--- config.mk ---
export PLATFORM = sky130hd
export DESIGN_NAME = x86_group3_muldiv_unit_core
export DESIGN_NICKNAME = d
export VERILOG_FILES = /design/src/hw/rtl/x86g3_pkg.sv /design/src/hw/rtl/x86g3_front.sv /design/src/hw/rtl/x86g3_div_cell.sv /design/src/hw/rtl/x86g3_finish.sv /design/src/hw/rtl/x86_group3_muldiv_unit_core.sv
export SDC_FILE = /design/constraint.sdc
export NUM_CORES = 2
export LEC_CHECK = 0
export BUFFER_PORTS_ARGS = -buffer_cell sky130_fd_sc_hd__buf_2
export CAP_MARGIN = 20
export CORE_MARGIN = 8
export CORE_UTILIZATION = 40
export CTS_CLUSTER_DIAMETER = 30
export DETAILED_ROUTE_END_ITERATION = 12
export GPL_TIMING_DRIVEN = 0
export SYNTH_ARGS = -nofsm -noshare
export SYNTH_HDL_FRONTEND = slang
export SYNTH_HIERARCHICAL = 1
export SYNTH_SLANG_ARGS = --single-unit
--- constraint.sdc ---
create_clock -name clk -period 8.4 [get_ports clk]
set_input_delay 0.84 -clock clk [delete_from_list [all_inputs] [get_ports clk]]
set_output_delay 0.84 -clock clk [all_outputs]
set_load 0.02 [all_outputs]
--- src/hw/rtl/x86g3_pkg.sv ---
// x86g3_pkg: shared types and constants for the x86 group-3 mul/div unit
// no dependencies; imported by every module of the unit

package x86g3_pkg;

	localparam int WORD_W    = 16;
	localparam int DIV_STEPS = WORD_W;
	localparam int IN_DATA_W  = 64;
	localparam int IN_USER_W  = 4;
	localparam int OUT_DATA_W = 64;

	localparam logic [15:0] SIGN_WORD = 16'h8000;
	localparam logic [15:0] SIGN_BYTE = 16'h0080;
	localparam logic [15:0] MASK_WORD = 16'hFFFF;
	localparam logic [15:0] MASK_BYTE = 16'h00FF;

	typedef enum logic [2:0] {
		CMD_TEST   = 3'd0,
		CMD_UNUSED = 3'd1,
		CMD_NOT    = 3'd2,
		CMD_NEG    = 3'd3,
		CMD_MUL    = 3'd4,
		CMD_IMUL   = 3'd5,
		CMD_DIV    = 3'd6,
		CMD_IDIV   = 3'd7
	} cmd_t;

	localparam logic [1:0] ERR_NONE    = 2'd0;
	localparam logic [1:0] ERR_BAD_CMD = 2'd1;
	localparam logic [1:0] ERR_DIVIDE  = 2'd2;

	localparam logic [1:0] GRP_NONE = 2'd0;
	localparam logic [1:0] GRP_CO   = 2'd1;
	localparam logic [1:0] GRP_COZS = 2'd2;
	localparam logic [1:0] GRP_ALL  = 2'd3;

	typedef struct packed {
		logic [15:0] acc;
		logic [15:0] ext;
		logic [15:0] opo;
		logic        opw;
		logic [1:0]  grp;
		logic        cf;
		logic        of;
		logic        zf;
		logic        sf;
		logic        pf;
		logic [1:0]  err;
	} res_t;

	typedef struct packed {
		cmd_t        cmd;
		logic        wide;
		res_t        res;
		logic [31:0] prod;
		logic        n_neg;
		logic        d_neg;
		logic        pre_ovf;
	} ctx_t;

	typedef struct packed {
		logic [31:0] w;
		logic [15:0] dmag;
	} divst_t;

endpackage

--- src/hw/rtl/x86g3_front.sv ---
// x86g3_front: decode, test/not/neg, multiplier and divider setup stage
// depends on x86g3_pkg

module x86g3_front import x86g3_pkg::*; (
	input  logic        clk,
	input  logic        arst_n,
	input  logic        in_valid,
	output logic        in_ready,
	input  cmd_t        cmd,
	input  logic        wide,
	input  logic [15:0] operand,
	input  logic [15:0] immediate,
	input  logic [15:0] acc_in,
	input  logic [15:0] ext_in,
	output logic        out_valid,
	input  logic        out_ready,
	output ctx_t        out_ctx,
	output divst_t      out_div
);

	logic               valid_s1;
	ctx_t               ctx_s1;
	divst_t             div_s1;
	ctx_t               ctx_d;
	divst_t             div_d;
	logic [15:0]        mask;
	logic [15:0]        sbit;
	logic [15:0]        op_m;
	logic [15:0]        tst;
	logic [15:0]        ngr;
	logic               is_signed;
	logic signed [16:0] mul_a;
	logic signed [16:0] mul_b;
	logic signed [33:0] prod;
	logic [31:0]        num;
	logic [31:0]        nmag;
	logic [15:0]        den;
	logic [15:0]        dmag;
	logic               n_neg;
	logic               d_neg;

	assign in_ready  = !valid_s1 || out_ready;
	assign out_valid = valid_s1;
	assign out_ctx   = ctx_s1;
	assign out_div   = div_s1;

	always_comb begin
		mask = wide ? MASK_WORD : MASK_BYTE;
		sbit = wide ? SIGN_WORD : SIGN_BYTE;
		op_m = operand & mask;
		tst  = op_m & immediate & mask;
		ngr  = (16'd0 - op_m) & mask;

		// shared 17x17 signed multiplier for mul and imul
		if (cmd == CMD_IMUL) begin
			mul_a = wide ? {acc_in[15], acc_in} : {{9{acc_in[7]}}, acc_in[7:0]};
			mul_b = wide ? {operand[15], operand} : {{9{operand[7]}}, operand[7:0]};
		end else begin
			mul_a = wide ? {1'b0, acc_in} : {9'd0, acc_in[7:0]};
			mul_b = wide ? {1'b0, operand} : {9'd0, operand[7:0]};
		end
		prod = mul_a * mul_b;

		// divider operands as magnitudes
		is_signed = (cmd == CMD_IDIV);
		if (wide) begin
			num = {ext_in, acc_in};
			den = operand;
		end else if (is_signed) begin
			num = {{16{acc_in[15]}}, acc_in};
			den = {{8{operand[7]}}, operand[7:0]};
		end else begin
			num = {16'd0, acc_in};
			den = {8'd0, operand[7:0]};
		end
		n_neg = is_signed && num[31];
		d_neg = is_signed && den[15];
		nmag  = n_neg ? (~num + 32'd1) : num;
		dmag  = d_neg ? (~den + 16'd1) : den;

		div_d.w    = nmag;
		div_d.dmag = dmag;

		ctx_d.cmd     = cmd;
		ctx_d.wide    = wide;
		ctx_d.prod    = prod[31:0];
		ctx_d.n_neg   = n_neg;
		ctx_d.d_neg   = d_neg;
		ctx_d.pre_ovf = (nmag[31:16] >= dmag);
		ctx_d.res.acc = acc_in;
		ctx_d.res.ext = ext_in;
		ctx_d.res.opo = 16'd0;
		ctx_d.res.opw = 1'b0;
		ctx_d.res.grp = GRP_NONE;
		ctx_d.res.cf  = 1'b0;
		ctx_d.res.of  = 1'b0;
		ctx_d.res.zf  = 1'b0;
		ctx_d.res.sf  = 1'b0;
		ctx_d.res.pf  = 1'b0;
		ctx_d.res.err = ERR_NONE;

		unique case (cmd)
			CMD_TEST: begin
				ctx_d.res.zf  = (tst == 16'd0);
				ctx_d.res.sf  = |(tst & sbit);
				ctx_d.res.pf  = ~^tst[7:0];
				ctx_d.res.grp = GRP_ALL;
			end
			CMD_UNUSED: begin
				ctx_d.res.err = ERR_BAD_CMD;
			end
			CMD_NOT: begin
				ctx_d.res.opo = ~op_m & mask;
				ctx_d.res.opw = 1'b1;
			end
			CMD_NEG: begin
				ctx_d.res.opo = ngr;
				ctx_d.res.opw = 1'b1;
				ctx_d.res.cf  = (ngr != 16'd0);
				ctx_d.res.of  = (ngr == sbit);
				ctx_d.res.zf  = (ngr == 16'd0);
				ctx_d.res.sf  = |(ngr & sbit);
				ctx_d.res.grp = GRP_COZS;
			end
			CMD_MUL, CMD_IMUL, CMD_DIV, CMD_IDIV: begin
			end
		endcase
	end

	always_ff @(posedge clk or negedge arst_n) begin
		if (!arst_n) begin
			valid_s1 <= 1'b0;
		end else if (in_ready) begin
			valid_s1 <= in_valid;
		end
	end

	always_ff @(posedge clk) begin
		if (in_valid && in_ready) begin
			ctx_s1 <= ctx_d;
			div_s1 <= div_d;
		end
	end

endmodule

--- src/hw/rtl/x86g3_div_cell.sv ---
// x86g3_div_cell: one restoring-division step, one quotient bit per cell
// depends on x86g3_pkg

module x86g3_div_cell import x86g3_pkg::*; (
	input  logic   clk,
	input  logic   arst_n,
	input  logic   in_valid,
	output logic   in_ready,
	input  ctx_t   in_ctx,
	input  divst_t in_div,
	output logic   out_valid,
	input  logic   out_ready,
	output ctx_t   out_ctx,
	output divst_t out_div
);

	logic        valid_q;
	ctx_t        ctx_q;
	divst_t      div_q;
	logic [16:0] trial;
	logic [16:0] diff;
	logic        ge;
	logic [15:0] nrem;
	divst_t      div_d;

	assign in_ready  = !valid_q || out_ready;
	assign out_valid = valid_q;
	assign out_ctx   = ctx_q;
	assign out_div   = div_q;

	always_comb begin
		trial      = in_div.w[31:15];
		diff       = trial - {1'b0, in_div.dmag};
		ge         = (trial >= {1'b0, in_div.dmag});
		nrem       = ge ? diff[15:0] : trial[15:0];
		div_d.w    = {nrem, in_div.w[14:0], ge};
		div_d.dmag = in_div.dmag;
	end

	always_ff @(posedge clk or negedge arst_n) begin
		if (!arst_n) begin
			valid_q <= 1'b0;
		end else if (in_ready) begin
			valid_q <= in_valid;
		end
	end

	always_ff @(posedge clk) begin
		if (in_valid && in_ready) begin
			ctx_q <= in_ctx;
			div_q <= div_d;
		end
	end

endmodule

--- src/hw/rtl/x86g3_finish.sv ---
// x86g3_finish: mul/imul flags, quotient and remainder sign fix and range check, output register
// depends on x86g3_pkg

module x86g3_finish import x86g3_pkg::*; (
	input  logic   clk,
	input  logic   arst_n,
	input  logic   in_valid,
	output logic   in_ready,
	input  ctx_t   in_ctx,
	input  divst_t in_div,
	output logic   out_valid,
	input  logic   out_ready,
	output res_t   out_res
);

	logic        valid_q;
	res_t        res_q;
	res_t        res_d;
	logic [15:0] qmag;
	logic [15:0] rmag;
	logic [15:0] qv;
	logic [15:0] rv;
	logic        q_neg;
	logic        is_signed;
	logic [16:0] limit;
	logic        ovf;

	assign in_ready  = !valid_q || out_ready;
	assign out_valid = valid_q;
	assign out_res   = res_q;

	always_comb begin
		qmag      = in_div.w[15:0];
		rmag      = in_div.w[31:16];
		q_neg     = in_ctx.n_neg ^ in_ctx.d_neg;
		qv        = q_neg ? (16'd0 - qmag) : qmag;
		rv        = in_ctx.n_neg ? (16'd0 - rmag) : rmag;
		is_signed = (in_ctx.cmd == CMD_IDIV);
		if (in_ctx.wide) begin
			limit = is_signed ? (q_neg ? 17'd32768 : 17'd32767) : 17'd65535;
		end else begin
			limit = is_signed ? (q_neg ? 17'd128 : 17'd127) : 17'd255;
		end
		ovf = in_ctx.pre_ovf || ({1'b0, qmag} > limit);

		res_d = in_ctx.res;
		unique case (in_ctx.cmd)
			CMD_MUL: begin
				res_d.grp = GRP_CO;
				res_d.acc = in_ctx.prod[15:0];
				if (in_ctx.wide) begin
					res_d.ext = in_ctx.prod[31:16];
					res_d.cf  = |in_ctx.prod[31:16];
				end else begin
					res_d.cf  = |in_ctx.prod[15:8];
				end
				res_d.of = res_d.cf;
			end
			CMD_IMUL: begin
				res_d.grp = GRP_CO;
				res_d.acc = in_ctx.prod[15:0];
				if (in_ctx.wide) begin
					res_d.ext = in_ctx.prod[31:16];
					res_d.cf  = !((&in_ctx.prod[31:15]) || !(|in_ctx.prod[31:15]));
				end else begin
					res_d.cf  = !((&in_ctx.prod[15:7]) || !(|in_ctx.prod[15:7]));
				end
				res_d.of = res_d.cf;
			end
			CMD_DIV, CMD_IDIV: begin
				if (ovf) begin
					res_d.err = ERR_DIVIDE;
				end else if (in_ctx.wide) begin
					res_d.acc = qv;
					res_d.ext = rv;
				end else begin
					res_d.acc = {rv[7:0], qv[7:0]};
				end
			end
			CMD_TEST, CMD_UNUSED, CMD_NOT, CMD_NEG: begin
			end
		endcase
	end

	always_ff @(posedge clk or negedge arst_n) begin
		if (!arst_n) begin
			valid_q <= 1'b0;
		end else if (in_ready) begin
			valid_q <= in_valid;
		end
	end

	always_ff @(posedge clk) begin
		if (in_valid && in_ready) begin
			res_q <= res_d;
		end
	end

endmodule

--- src/hw/rtl/x86_group3_muldiv_unit_core.sv ---
// x86_group3_muldiv_unit_core: top level of the x86 group-3 mul/div unit
// depends on x86g3_pkg, x86g3_front, x86g3_div_cell, x86g3_finish
//
// channel  ports    fields (lowest bit up)
// in       s_axis   tuser: cmd[2:0] wide[3]
//                   tdata: operand[15:0] immediate[31:16] acc_in[47:32] ext_in[63:48]
// out      m_axis   tdata: acc_out ext_out operand_out operand_write flag_group
//                          carry overflow zero sign parity error, zero padded
//
// one transaction per cycle sustained while m_axis_tready stays high; the pipeline is the front stage,
// one cell per quotient bit (16), and the output register
// every stage has its own valid and takes new data whenever it is empty or
// its neighbor downstream takes its contents, so bubbles close up under stall
// arst_n clears all valid bits; payload registers are not reset

module x86_group3_muldiv_unit_core import x86g3_pkg::*; (
	input  logic                  clk,
	input  logic                  arst_n,
	input  logic                  s_axis_tvalid,
	output logic                  s_axis_tready,
	input  logic [IN_DATA_W-1:0]  s_axis_tdata,  // operand, immediate, acc_in, ext_in
	input  logic [IN_USER_W-1:0]  s_axis_tuser,  // cmd, wide
	output logic                  m_axis_tvalid,
	input  logic                  m_axis_tready,
	output logic [OUT_DATA_W-1:0] m_axis_tdata   // acc_out .. error, see table above
);

	logic             stg_valid [0:DIV_STEPS];
	logic             stg_ready [0:DIV_STEPS];
	ctx_t             stg_ctx   [0:DIV_STEPS];
	divst_t           stg_div   [0:DIV_STEPS];
	res_t             res;

	x86g3_front u_front (
		.clk       (clk),
		.arst_n    (arst_n),
		.in_valid  (s_axis_tvalid),
		.in_ready  (s_axis_tready),
		.cmd       (cmd_t'(s_axis_tuser[2:0])),
		.wide      (s_axis_tuser[3]),
		.operand   (s_axis_tdata[15:0]),
		.immediate (s_axis_tdata[31:16]),
		.acc_in    (s_axis_tdata[47:32]),
		.ext_in    (s_axis_tdata[63:48]),
		.out_valid (stg_valid[0]),
		.out_ready (stg_ready[0]),
		.out_ctx   (stg_ctx[0]),
		.out_div   (stg_div[0])
	);

	for (genvar i = 0; i < DIV_STEPS; i++) begin : g_cell
		x86g3_div_cell u_cell (
			.clk       (clk),
			.arst_n    (arst_n),
			.in_valid  (stg_valid[i]),
			.in_ready  (stg_ready[i]),
			.in_ctx    (stg_ctx[i]),
			.in_div    (stg_div[i]),
			.out_valid (stg_valid[i+1]),
			.out_ready (stg_ready[i+1]),
			.out_ctx   (stg_ctx[i+1]),
			.out_div   (stg_div[i+1])
		);
	end

	x86g3_finish u_finish (
		.clk       (clk),
		.arst_n    (arst_n),
		.in_valid  (stg_valid[DIV_STEPS]),
		.in_ready  (stg_ready[DIV_STEPS]),
		.in_ctx    (stg_ctx[DIV_STEPS]),
		.in_div    (stg_div[DIV_STEPS]),
		.out_valid (m_axis_tvalid),
		.out_ready (m_axis_tready),
		.out_res   (res)
	);

	assign m_axis_tdata = {6'd0, res.err, res.pf, res.sf, res.zf, res.of, res.cf,
		res.grp, res.opw, res.opo, res.ext, res.acc};

endmodule

==> flow_metrics.py <==
metrics = {
    "worst_hold_path": {
        "hold_path_class": "in2reg",
    },
    "sta": {
        "fmax_ghz": 0.124,
        "min_period_ns": 8.08,
        "fin_crit_sh": 0.962,
        "finClkSkew_ns": 0.112,
        "fin_setup_tns_ns": 0,
        "fin_ws_ns": 0.316,
        "rsz0062_at_grt": "false",
        "finalSetupViolations": 0,
        "slew_headroom": 0.165,
        "drv_slew": 0,
        "final_hold_viol_count": 0,
        "hold_slack_ns": 0.200,
        "tightest_slew_ns": 1.25,
    },
    "clocking": {
        "insertion_delay_ns": 0.94,
        "cts_buffers": 435,
        "cts_htree_levels": 5,
        "cts_buffer_depth": 4,
        "cts_sinks": 2523,
        "path_clk_slew_ns": 0.04,
        "clockRootBuffer": "clkbuf_16",
        "cts_tree": "yes",
    },
    "flow_run": {
        "drv_cap": 0,
    },
    "setup_path": {
        "cpMostUsedCell": "fa_1",
        "cp_top_family": "adder cells",
        "cpMaxStageDelayCell": "fa_1",
        "worstPathRequired_ns": 8.96,
        "crit_path_end_kind": "flop",
        "path_buf_inv": 8,
        "cp-start-kind": "input pin",
        "critical_path.max_fanout": 10,
        "slowest_delay_ns": 0.57,
        "arrival_ns": 8.65,
        "critical_path_class": "in2reg",
    },
    "place": {
        "io_buffers": 123,
        "gp_congestion": 0.871,
        "dpl_cell_area_mm2": 0.116,
        "place_inst": 10727,
        "pre_cts_slack_ns": -1.54,
        "hpwl_um": 170000,
    },
    "finish": {
        "fin_area_mm2": 0.131,
        "final_nets": 8321,
        "drive_above_1_share": 0.163,
        "multi_input_area_mm2": 0.0307,
        "num-fill-cells": 22893,
        "postLayoutCoreUtil": 0.479,
        "instances_no_fill": 11545,
        "area_growth_syn_to_layout_pct": 19.3,
        "seqCellArea_mm2": 0.0757,
    },
    "global_route": {
        "grt_max_degree": 70,
        "gr-usage-all-layers": 0.155,
        "grt_pass1_vias": 59516,
        "grt_pass1_wl_um": 354000,
        "antenna_found_initial": 14,
        "overflow": 0,
    },
    "floorplan": {
        "core_area_mm2": 0.273,
        "io_pins": 138,
        "dieArea_mm2": 0.291,
        "die_width_um": 540,
        "die_y_um": 540,
        "initial_utilization": 0.402,
        "num_rows": 192,
    },
    "pwr": {
        "p_total_mw": 48.7,
        "ir_worst_vdd_uv": 233,
        "leakage_nw": 49.8,
        "powerDensity_mw_per_mm2": 372,
    },
    "synthesis": {
        "syn_area_mm2": 0.110,
        "yosysWarnings": 6,
        "syn_area_per_cell_um2": 15.7,
        "synth_cells": 6972,
    },
    "route": {
        "dr.pass1.iters": 6,
        "vias_per_cell": 4.96,
        "postRouteAntennaNets": 0,
        "routed_wl_um": 233000,
        "drt_iter0_markers": 3853,
        "drc": 0,
        "route.vias.total": 57238,
        "avgRoutedWirePerCell_um": 20.2,
    },
    "status": {
        "status": "finished clean",
    },
}
## layout make-up
type,count,share of cell area
clock buffers,481,0.0850
clock inverters,328,0.0290
diodes,5,0.0000956
well taps,3589,0.0343
flip-flops and latches,2523,0.578
repair buffers,166,0.0125
plain buffers,162,0.00703
inverters,662,0.0190
multi-input cells,3629,0.235
## what timing repair did
action	in CTS	in global routing
gates resized for setup	6	17
hold buffers	1	0
buffers inserted	0	3
endpoints found under the setup margin	10	7
hold endpoints to repair	18	0
pin swaps	0	1
## where the power goes
part	internal (mW)	switching (mW)	leakage, nW
combinational	5.77	7.59	18.0
clock	11.3	6.08	7.12
sequential	17.0	0.983	24.7
## sequential cells by signal (all words and copies together) (netlist names)
name and flops:
g_cell.u_cell/out_ctx 1552, g_cell.u_cell/out_div 752, u_front/out_ctx 96, u_finish/out_res 58, u_front/out_div 47, g_cell.u_cell/out_valid 16
u_finish/out_valid 1, u_front/out_valid 1
## cells in the final DEF (no fill, tap or decap), types with 103 or more instances in the layout
cell and n:
buf_2 148, nand2_1 381, fa_1 298, mux2_2 103, edfxtp_1 2505, and2_1 103
clkbuf_1 113, nor2_1 324, ha_1 372, a21oi_1 302, o21ai_0 144, xnor2_1 184
clkbuf_16 437, inv_1 658
## layer usage
| metal | track usage | vias up | wire length (µm) |
|---|---|---|---|
| li1 | - | 27175 | - |
| met2 | 0.264 | 1459 | 112000 |
| met3 | 0.0259 | 536 | 10200 |
| met5 | 0 | - | 29 |
| met1 | 0.196 | 28064 | 100000 |
| met4 | 0.0677 | 4 | 10300 |
## worst reg2reg max path: stages, from the launching register on
cell and delay, ns:
dfrtp_1 0.55, nand2b_1 0.22, nand2b_1 0.23, nand2b_1 0.18
nand2b_1 0.18, nand2b_1 0.19, nand2b_1 0.19, nand2b_1 0.19
nand2b_1 0.20, nand2b_1 0.20, nand2b_1 0.20, nand2b_1 0.20
nand2b_1 0.20, nand2b_1 0.19, nand2b_1 0.19, nand2b_1 0.19
nand2b_1 0.18, nand2b_1 0.18, nand2b_1 0.21, and2_4 0.30
buf_16 0.30, buf_16 0.35
## worst paths after layout
kind | start | end | slack (ns) | depth (start not counted)
min | s_axis_tdata[47] | u_front/out_ctx[92]$_DFFE_PP_ | 0.20 | 1
max in group asynchronous | arst_n | u_front/out_valid$_DFFE_PN0N_ | 7.52 | 2
max | s_axis_tuser[3] | u_front/out_ctx[33]$_DFFE_PP_ | 0.32 | 25
min in group asynchronous | arst_n | g_cell[6].u_cell/out_valid$_DFFE_PN0N_ | 0.48 | 2
min reg2reg | g_cell[4].u_cell/out_ctx[42]$_DFFE_PP_ | g_cell[5].u_cell/out_ctx[42]$_DFFE_PP_ | 0.36 | 0
max reg2reg | u_finish/out_valid$_DFFE_PN0N_ | u_front/out_ctx[27]$_DFFE_PP_ | 2.97 | 21
Note: power is estimated with default switching activity, not from simulation.
